<file path="src/design/bba_pkg.sv">
// Package with the constants, types and helper functions of the bitmap block allocator.
package bba_pkg;

	localparam int NUM_BLOCKS   = 2048;
	localparam int RESERVED     = 10;
	localparam int RESERVED_EFF = (RESERVED > NUM_BLOCKS) ? NUM_BLOCKS : RESERVED;
	localparam int MAP_WORDS    = (NUM_BLOCKS + 31) / 32;
	localparam int WORD_W       = (MAP_WORDS > 1) ? $clog2(MAP_WORDS) : 1;
	localparam int BLOCK_W      = 12;
	localparam int COUNT_W      = 13;
	localparam int BIT_W        = 5;

	localparam logic [COUNT_W-1:0] COUNT_RESET = COUNT_W'(NUM_BLOCKS - RESERVED_EFF);

	typedef enum logic [0:0] {
		CMD_ALLOC = 1'b0,
		CMD_FREE  = 1'b1
	} command_t;

	typedef enum logic [1:0] {
		STAT_OK           = 2'd0,
		STAT_NONE_FREE    = 2'd1,
		STAT_RANGE        = 2'd2,
		STAT_ALREADY_FREE = 2'd3
	} status_t;

	// Map word after reset: reserved blocks are marked used.
	function automatic logic [31:0] reset_word(input logic [WORD_W-1:0] w);
		logic [31:0] r;
		r = '0;
		for (int k = 0; k < 32; k++) begin
			r[k] = ((int'(w) * 32 + k) < RESERVED_EFF);
		end
		return r;
	endfunction

	// Bits of a map word that name real blocks.
	function automatic logic [31:0] limit_mask(input logic [WORD_W-1:0] w);
		logic [31:0] r;
		r = '0;
		for (int k = 0; k < 32; k++) begin
			r[k] = ((int'(w) * 32 + k) < NUM_BLOCKS);
		end
		return r;
	endfunction

	// Position of the lowest set bit.
	function automatic logic [BIT_W-1:0] lowest_set(input logic [31:0] v);
		logic [BIT_W-1:0] r;
		r = '0;
		for (int k = 31; k >= 0; k--) begin
			if (v[k]) begin
				r = BIT_W'(k);
			end
		end
		return r;
	endfunction

endpackage

</file>
<file path="src/design/bitmap_block_allocator_core.sv">
// Top level of the bitmap block allocator: used map memory, scan sequencer and result registers.
// A free command goes from IDLE through FREE_CHK to done; an out-of-range free finishes from IDLE.
// An allocate reads the used map one 32-bit word per cycle through one memory port, from word 0
// up to the word holding the lowest free block, or through all MAP_WORDS words when no block is free.
// One item at a time; done is high for one cycle and the receiver cannot stall.
// Reset is asynchronous; per-word valid bits make unwritten words read as reserved/free.
module bitmap_block_allocator_core (
	input  logic                          clk,
	input  logic                          arst_n,
	input  logic                          start,
	output logic                          busy,
	input  logic                          command,
	input  logic [bba_pkg::BLOCK_W-1:0]   block_number,
	output logic                          done,
	output logic [1:0]                    status,
	output logic [bba_pkg::BLOCK_W-1:0]   allocated_block,
	output logic [bba_pkg::COUNT_W-1:0]   free_count
);

	typedef enum logic [1:0] {
		ST_IDLE,
		ST_SCAN,
		ST_FREE_CHK
	} state_t;

	state_t state_q;

	logic [31:0] mem [bba_pkg::MAP_WORDS];
	logic [bba_pkg::MAP_WORDS-1:0] valid_q;

	logic [31:0]                   mem_rd_s1;
	logic                          vld_s1;
	logic [31:0]                   rst_word_s1;
	logic [31:0]                   mask_s1;

	logic [bba_pkg::WORD_W-1:0]    word_q;
	logic [bba_pkg::BIT_W-1:0]     bit_q;
	logic [bba_pkg::COUNT_W-1:0]   count_q;
	logic                          done_q;
	bba_pkg::status_t              status_q;
	logic [bba_pkg::BLOCK_W-1:0]   alloc_q;

	logic                          accept;
	logic                          in_range;
	logic                          rd_en;
	logic [bba_pkg::WORD_W-1:0]    rd_addr;
	logic                          wr_en;
	logic [31:0]                   wr_data;
	logic [31:0]                   cur_word;
	logic [31:0]                   free_bits;
	logic                          hit;
	logic [bba_pkg::BIT_W-1:0]     hit_bit;
	logic                          last_word;
	logic                          blk_used;

	assign busy     = (state_q != ST_IDLE);
	assign accept   = start && !busy;
	assign in_range = (int'(block_number) < bba_pkg::NUM_BLOCKS);

	assign cur_word  = vld_s1 ? mem_rd_s1 : rst_word_s1;
	assign free_bits = ~cur_word & mask_s1;
	assign hit       = |free_bits;
	assign hit_bit   = bba_pkg::lowest_set(free_bits);
	assign last_word = (word_q == bba_pkg::WORD_W'(bba_pkg::MAP_WORDS - 1));
	assign blk_used  = cur_word[bit_q];

	always_comb begin
		rd_en   = 1'b0;
		rd_addr = word_q + bba_pkg::WORD_W'(1);
		wr_en   = 1'b0;
		wr_data = cur_word;
		unique case (state_q)
			ST_IDLE: begin
				if (command == bba_pkg::CMD_FREE) begin
					rd_addr = bba_pkg::WORD_W'(block_number[bba_pkg::BLOCK_W-1:bba_pkg::BIT_W]);
					rd_en   = accept && in_range;
				end else begin
					rd_addr = '0;
					rd_en   = accept;
				end
			end
			ST_SCAN: begin
				rd_en   = !hit && !last_word;
				wr_en   = hit;
				wr_data = cur_word | (32'd1 << hit_bit);
			end
			ST_FREE_CHK: begin
				wr_en   = blk_used;
				wr_data = cur_word & ~(32'd1 << bit_q);
			end
			default: begin
				rd_en = 1'b0;
			end
		endcase
	end

	always_ff @(posedge clk) begin
		if (rd_en) begin
			mem_rd_s1   <= mem[rd_addr];
			rst_word_s1 <= bba_pkg::reset_word(rd_addr);
			mask_s1     <= bba_pkg::limit_mask(rd_addr);
		end
		if (wr_en) begin
			mem[word_q] <= wr_data;
		end
	end

	always_ff @(posedge clk or negedge arst_n) begin
		if (!arst_n) begin
			valid_q <= '0;
			vld_s1  <= 1'b0;
		end else begin
			if (rd_en) begin
				vld_s1 <= valid_q[rd_addr];
			end
			if (wr_en) begin
				valid_q[word_q] <= 1'b1;
			end
		end
	end

	always_ff @(posedge clk or negedge arst_n) begin
		if (!arst_n) begin
			state_q  <= ST_IDLE;
			word_q   <= '0;
			bit_q    <= '0;
			count_q  <= bba_pkg::COUNT_RESET;
			done_q   <= 1'b0;
			status_q <= bba_pkg::STAT_OK;
			alloc_q  <= '0;
		end else begin
			done_q <= 1'b0;
			unique case (state_q)
				ST_IDLE: begin
					if (accept) begin
						if (command == bba_pkg::CMD_FREE) begin
							word_q <= bba_pkg::WORD_W'(
								block_number[bba_pkg::BLOCK_W-1:bba_pkg::BIT_W]);
							bit_q  <= block_number[bba_pkg::BIT_W-1:0];
							if (in_range) begin
								state_q <= ST_FREE_CHK;
							end else begin
								done_q   <= 1'b1;
								status_q <= bba_pkg::STAT_RANGE;
								alloc_q  <= '0;
							end
						end else begin
							word_q  <= '0;
							state_q <= ST_SCAN;
						end
					end
				end
				ST_SCAN: begin
					if (hit) begin
						done_q   <= 1'b1;
						status_q <= bba_pkg::STAT_OK;
						alloc_q  <= bba_pkg::BLOCK_W'({word_q, hit_bit});
						count_q  <= count_q - bba_pkg::COUNT_W'(1);
						state_q  <= ST_IDLE;
					end else if (last_word) begin
						done_q   <= 1'b1;
						status_q <= bba_pkg::STAT_NONE_FREE;
						alloc_q  <= '0;
						state_q  <= ST_IDLE;
					end else begin
						word_q <= word_q + bba_pkg::WORD_W'(1);
					end
				end
				ST_FREE_CHK: begin
					done_q  <= 1'b1;
					alloc_q <= '0;
					state_q <= ST_IDLE;
					if (blk_used) begin
						status_q <= bba_pkg::STAT_OK;
						count_q  <= count_q + bba_pkg::COUNT_W'(1);
					end else begin
						status_q <= bba_pkg::STAT_ALREADY_FREE;
					end
				end
				default: begin
					state_q <= ST_IDLE;
				end
			endcase
		end
	end

	assign done            = done_q;
	assign status          = status_q;
	assign allocated_block = alloc_q;
	assign free_count      = count_q;

endmodule
</file>
<file path="config.mk">
export PLATFORM = sky130hd
export DESIGN_NAME = bitmap_block_allocator_core
export DESIGN_NICKNAME = d
export VERILOG_FILES = /design/src/design/bba_pkg.sv /design/src/design/bitmap_block_allocator_core.sv
export SDC_FILE = /design/constraint.sdc
export NUM_CORES = 2
export LEC_CHECK = 0
export BUFFER_PORTS_ARGS = -buffer_cell sky130_fd_sc_hd__buf_2
export CAP_MARGIN = 10
export CORE_MARGIN = 10
export CORE_UTILIZATION = 54
export DETAILED_ROUTE_END_ITERATION = 6
export PLACE_DENSITY = 0.73
export SLEW_MARGIN = 5
export SYNTH_ARGS = -nofsm -noshare
export SYNTH_HDL_FRONTEND = slang
export SYNTH_SLANG_ARGS = --single-unit
</file>
<file path="constraint.sdc">
create_clock -name clk -period 14.55 [get_ports clk]
set_input_delay 2.91 -clock clk [delete_from_list [all_inputs] [get_ports clk]]
set_output_delay 2.91 -clock clk [all_outputs]
set_load 0.02 [all_outputs]
</file>
=== Word level (Yosys, flattened, before mapping) ===
Memories as Yosys holds them, arrays and structs flattened. A register that Yosys moved wholly into a read port is not among the register bits.
Index checks and enable logic that the tools add are counted.

* Add/sub/neg operators: 34
* Multipliers: 0
* Divide/modulo/power cells: 0
* Order comparisons: 69
* Equality and inequality tests: 12
* Shift-type cells: 2
* Muxes and demuxes: 79
* Bitwise gates (word level): 6
* Reductions and logical operators: 18

{| class="wikitable"
|+ Operators by type and width
! kind !! number
|-
| less-than comparator 32 x 5 -> 1 bit, second input constant || 31
|-
| less-than comparator 12 bit, second input constant || 32
|-
| adder 11 x 5 -> 12 bit, second input constant || 16
|-
| two-way mux 5 bit || 32
|-
| adder 11 x 4 -> 12 bit, second input constant || 8
|-
| AND 32 bit || 2
|-
| inverter 32 bit || 2
|-
| bitwise OR 64 bit || 1
|-
| one-hot mux 32 bit (2 select lines) || 1
|-
| left shift 1 x 5 -> 32 bit, first input constant || 2
|-
| two-way mux 12 bit || 5
|-
| adder 11 x 3 -> 12 bit, second input constant || 4
|-
| one-hot mux 12 bit (3 select lines) || 1
|-
| two-way mux 32 bit || 1
|-
| bitwise OR 32 bit || 1
|-
| OR reduction 32 bit || 1
|-
| two-way mux 6 bit || 5
|-
| two-way mux 13 bit || 2
|-
| one-hot mux 13 bit (2 select lines) || 1
|-
| adder 11 x 2 -> 12 bit, second input constant || 2
|-
| two-way mux 2 bit || 11
|-
| less-than comparator 6 x 7 -> 1 bit, second input constant || 2
|-
| inequality test 2 bit, second input constant || 7
|-
| adder 13 x 1 -> 13 bit, second input constant || 1
|-
| 28 further kinds || 49
|}

* Bits in registers: 170
* Latch bits: 0
* Memory bits (writable): 2048
* Bits in read-only memories: 0
* Input port bits: 16
* Output and inout port bits: 29
* Logic and storage cells: 232
* Memories: 1

{| class="wikitable"
|+ Memory list
! memory !! depth !! width !! rd ports !! clocked after memory_dff !! write ports !! RTL line !! text
|-
| mem || 64 || 32 || 1 || 1 || 1 || bitmap_block_allocator_core.sv:28 || <nowiki>logic [31:0] mem [bba_pkg::MAP_WORDS];</nowiki>
|}

=== Logic depth before layout (Yosys ltp) ===
* Depth in word-level cells: 38
* Gate-level depth with buffers: 15
* Mapped depth without buffers: 12

=== Worst setup path after synthesis ===
OpenSTA, ideal clock, no wires.

* Path kind: register to register
* Start point: reg vld_s1
* End point: mem mem[0][25] (data pin)
* Arrival: 4.352 ns
* Data required time: 13.848 ns
* Setup slack: 9.496 ns
* Stages on the path, launching flop included: 8
* Path buffers: 1
* Cell sequence: dfrtp_1 > nand2b_1 > clkbuf_1 > o21ai_1 > nand4_1 > nor3_1 > nand2_1 > o21ai_0

* Word-level cells in the longest chain between the ends: 38
* Elaborated cells on any way between the ends: 39
* Classes of those cells: 1 x shift; 34 x mux; 4 x bitwise

{| class="wikitable"
|+ RTL lines
! element !! RTL line !! text
|-
| start: declaration || bitmap_block_allocator_core.sv:32 || <nowiki>logic vld_s1;</nowiki>
|-
| start signal: assignment || bitmap_block_allocator_core.sv:114 || <nowiki>vld_s1 <= valid_q[rd_addr];</nowiki>
|-
| two-way mux 32 bit (*) || bitmap_block_allocator_core.sv:60 || <nowiki>assign cur_word = vld_s1 ? mem_rd_s1 : rst_word_s1;</nowiki>
|-
| inverter 32 bit || bitmap_block_allocator_core.sv:61 || <nowiki>assign free_bits = ~cur_word & mask_s1;</nowiki>
|-
| AND 32 bit || bitmap_block_allocator_core.sv:61 ||
|-
| two-way mux 5 bit (32 in series) || bba_pkg.sv:52 || <nowiki>if (v[k]) begin</nowiki>
|-
| left shift 1 x 5 -> 32 bit || bitmap_block_allocator_core.sv:85 || <nowiki>wr_data = cur_word | (32'd1 << hit_bit);</nowiki>
|-
| bitwise OR 32 bit || bitmap_block_allocator_core.sv:85 ||
|-
| one-hot mux 32 bit (2 select lines) (*) || bitmap_block_allocator_core.sv:72 || <nowiki>unique case (state_q)</nowiki>
|-
| named net wr_data[25] || bitmap_block_allocator_core.sv:48 || <nowiki>logic [31:0] wr_data;</nowiki>
|-
| end: declaration || bitmap_block_allocator_core.sv:28 ||
|}

Mark *: on every way through the listed nets, which the timed path passes. The rest lies on a longest branch.

=== Worst setup path after layout ===
* Start point: in command
* End point: reg mem_rd_s1[19] (read register of mem) (data pin)

* Word-level cells in the longest chain between the ends: 2
* Elaborated cells on any way between the ends: 4
* Classes of those cells: 4 x mux

{| class="wikitable"
|+ RTL lines
! element !! RTL line !! text
|-
| start: declaration || bitmap_block_allocator_core.sv:12 || <nowiki>input logic command,</nowiki>
|-
| two-way mux 1 bit or two-way mux 6 bit (tied branches) || bitmap_block_allocator_core.sv:74 || <nowiki>if (command == bba_pkg::CMD_FREE) begin</nowiki>
|-
| one-hot mux 1 bit (2 select lines) or two-way mux 6 bit (tied branches) || bitmap_block_allocator_core.sv:72 ||
|-
| end: declaration || bitmap_block_allocator_core.sv:31 || <nowiki>logic [31:0] mem_rd_s1;</nowiki>
|}

Parallel ways exist; a longest one is shown, timed or not.
A chain may end at the register's enable or synchronous reset.

==> flow_metrics.tcl <==
set metrics [dict create \
    status "finished, final reports clean" \
    die_area_sq_um 182000 \
    synthFlopType "edfxtp_1" \
    yosysTopAreaCellShare_pct 70.0 \
    post-route-period-util_pct 51.7 \
    gp_congestion 0.905 \
    core_sq_um 165000 \
    syn_area_sq_um 89300 \
    initial_core_util_pct 54.3 \
    wl_met3_mm 33.4 \
    routed_wl_mm 256 \
    synthMuxAreaShare_pct 0.553 \
    io_pins 45 \
    track_usage_pct 27.5 \
    async_flop_share_pct 4.80 \
    tritoncts "yes" \
    dr.pass1.iters 7 \
    rows 149 \
    antenna_found_initial 14 \
    worst-r2r-setup-slack_ns 8.45 \
    wl_per_cell_microns 28.0 \
    synth_compound_area_share_pct 8.78 \
    placement.io_buffers 43 \
    critical_path_class "in -> reg" \
    powerDensity_nw_per_um2 238 \
    leakagePower_nw 33.7 \
    cp-end-kind "flop" \
    maxSlewViolCount 0 \
    synth_warnings 0 \
    skew_ns 0.0365 \
    worst_pin_slew_ns 1.27 \
    syn_avg_cell_area_sq_um 13.0 \
    slowest_delay_ns 1.06 \
    path_cells "buf_2, nand3_4, buf_4, nand2_8, buf_12, buf_12, nand2_1, and3_1, a311oi_1, a311oi_1, a211oi_1, or3_1" \
    hold_viol_final 0 \
    drive_gt1_share_pct 9.31 \
    syn_to_final_growth_pct 10.5 \
    irDropWorstVdd_mv 0.306 \
    yosysUniqueCellTypes 77 \
    clock_path_buffers 3 \
    grt_pass1_wl_mm 373 \
    finalSetupViolCount 0 \
    path_buf_inv 4 \
    numCtsBuffers 206 \
    synth_edf_count 2082 \
    cts_setup_buffers 0 \
    cp_max_fo 152 \
    synth_area_leaders "edfxtp_1, nand2_1, a311oi_1, nand3_1, dfrtp_1" \
    drc 0 \
    clock_sinks 2187 \
    mostFrequentLayoutCell "edfxtp_1" \
    syn_inst 6860 \
    max_freq_mhz 133 \
    routed_via_density 6.55 \
    placed_cell_area_sq_um 92300 \
    crit_required_ns 15.25 \
    yosysTopAreaCell "edfxtp_1" \
    top_layer_used "met5" \
    crit_path_top_delay_cell "a211oi_1" \
    finalNetCount 6795 \
    stdcell_area_sq_um 98800 \
    die_h_microns 427 \
    mostFrequentLayoutCells "edfxtp_1, nand2_1, nand3_1" \
    detailed_place_hpwl_mm 134 \
    grt.overflow.total 0 \
    fp.dieW_microns 427 \
    hold_path_class "reg -> reg" \
    fin_tns_setup_ns 0 \
    cts_resized 0 \
    startpoint_type "primary input" \
    clk_transition_reported_paths_ns 0.06 \
    vias 59800 \
    cp.arrival_ns 8.23 \
    synth_top_family_by_area "simple AND/OR/NAND/NOR gates" \
    holdBufCountCts 0 \
    rsz0062_at_grt "no" \
    timing.max_cap.violations 0 \
    drt_iter0_drc 8372 \
    grt_max_degree 175 \
    synth_xor_xnor_area_share_pct 0.167 \
    ys_seq_elements 2187 \
    grt_pass1_vias 56600 \
    whs_ns 0.473 \
    drt-met1-wl_mm 94.0 \
    ant_nets 0 \
    fin_crit_ns 7.52 \
    synthSimpleGateAreaFrac_pct 14.7 \
    clock_latency_ns 0.85 \
    slew_headroom_pct 14.6 \
    wl_met2_mm 114 \
    synth_adder_area_share_pct 0.247 \
    cp_top_family "buffers and inverters" \
    ys_seq_area_share_pct 72.9 \
    syn_nets 6893 \
    root_buffer "clkbuf_16" \
    htree_levels 4 \
]
stage by stage:
step                util (%)  instances  setup WS (ns)  power (W)
floorplan                  -       6860           9.50     0.0145
global placement        56.1       8742           6.52     0.0179
detailed placement      56.1       8743           6.48     0.0181
CTS                     60.0       9120           7.31     0.0232
global route            60.0       9124           6.97     0.0243
finish                  60.0       9130           7.03     0.0235
final timing paths:
kind	from	end	cells after the start
max reg2reg	state_q[1]$_DFFE_PN0P_	mem_rd_s1[19]$_DFFE_PP_	14
min in group asynchronous	arst_n	status[1]$_DFFE_PN0P_	1
max	command	mem_rd_s1[19]$_DFFE_PP_	12
min	valid_q[43]$_DFFE_PN0P_	valid_q[43]$_DFFE_PN0P_	1
min reg2reg	valid_q[43]$_DFFE_PN0P_	valid_q[43]$_DFFE_PN0P_	1
max in group asynchronous	arst_n	allocated_block[8]$_DFFE_PN0P_	2
sequential cells by signal, summed over array words and instances (netlist names), 2 cells and up:
signal	count
allocated_block	11
bit_q	5
free_count	13
mem	2048
mem_rd_s1	32
rst_word_s1	2
state_q	2
status	2
valid_q	64
word_q	6
cell type report:
type / instances / area [sq um]
Clock inverter: 110 / 977
Clock buffer: 267 / 5470
Tap cell: 2189 / 2740
Multi-Input combinational cell: 4141 / 22600
Timing Repair Buffer: 214 / 1710
Inverter: 12 / 45.0
Sequential cell: 2187 / 65200
Fill cell: 12100 / 65900
Antenna cell: 10 / 25.0
power breakdown:
part           internal, W  switching (W)
clock              0.00290        0.00228
sequential         0.00835       0.000276
combinational      0.00245        0.00723
total               0.0137        0.00979
routing by layer:
metal	vias up	GRT usage (%)
li1	25500	-
met5	-	0
met1	29600	37.0
met4	6	14.1
met2	4007	41.4
met3	638	7.12
kinds of logic after synthesis:
kind of cell | after synthesis
AO/OA/AOI/OAI | 1018
XOR/XNOR | 17
adder cells (fa/ha/maj) | 17
buffers and inverters | 532
flip-flops | 2187
multiplexers | 42
other | 1
AND/OR/NAND/NOR | 3046
Yosys cell counts (39+ instances only):
cell type / n
dfrtp_1: 96
nand3_1: 552
or3_1: 39
a311oi_1: 361
a31oi_1: 140
o21bai_1: 68
clkbuf_1: 296
buf_1: 48
nand2_1: 2002
a32o_1: 41
a211oi_1: 169
a21oi_1: 66
buf_2: 139
o21ai_0: 64
and3_1: 264
edfxtp_1: 2082
nor2_1: 104
worst reg2reg max path, cell delays in order (launching register included):
cell and delay [ns]:
dfrtp_1 0.44, inv_1 0.14, ha_1 0.16, buf_4 0.33, nand3_4 0.48, buf_4 0.43, nand2_8 0.63, buf_12 0.90
buf_12 0.48, nand2_1 0.12, and3_1 0.19, a311oi_1 0.28, a311oi_1 0.10, a211oi_1 1.06, or3_1 0.24
(Power assumes the default switching activity.)
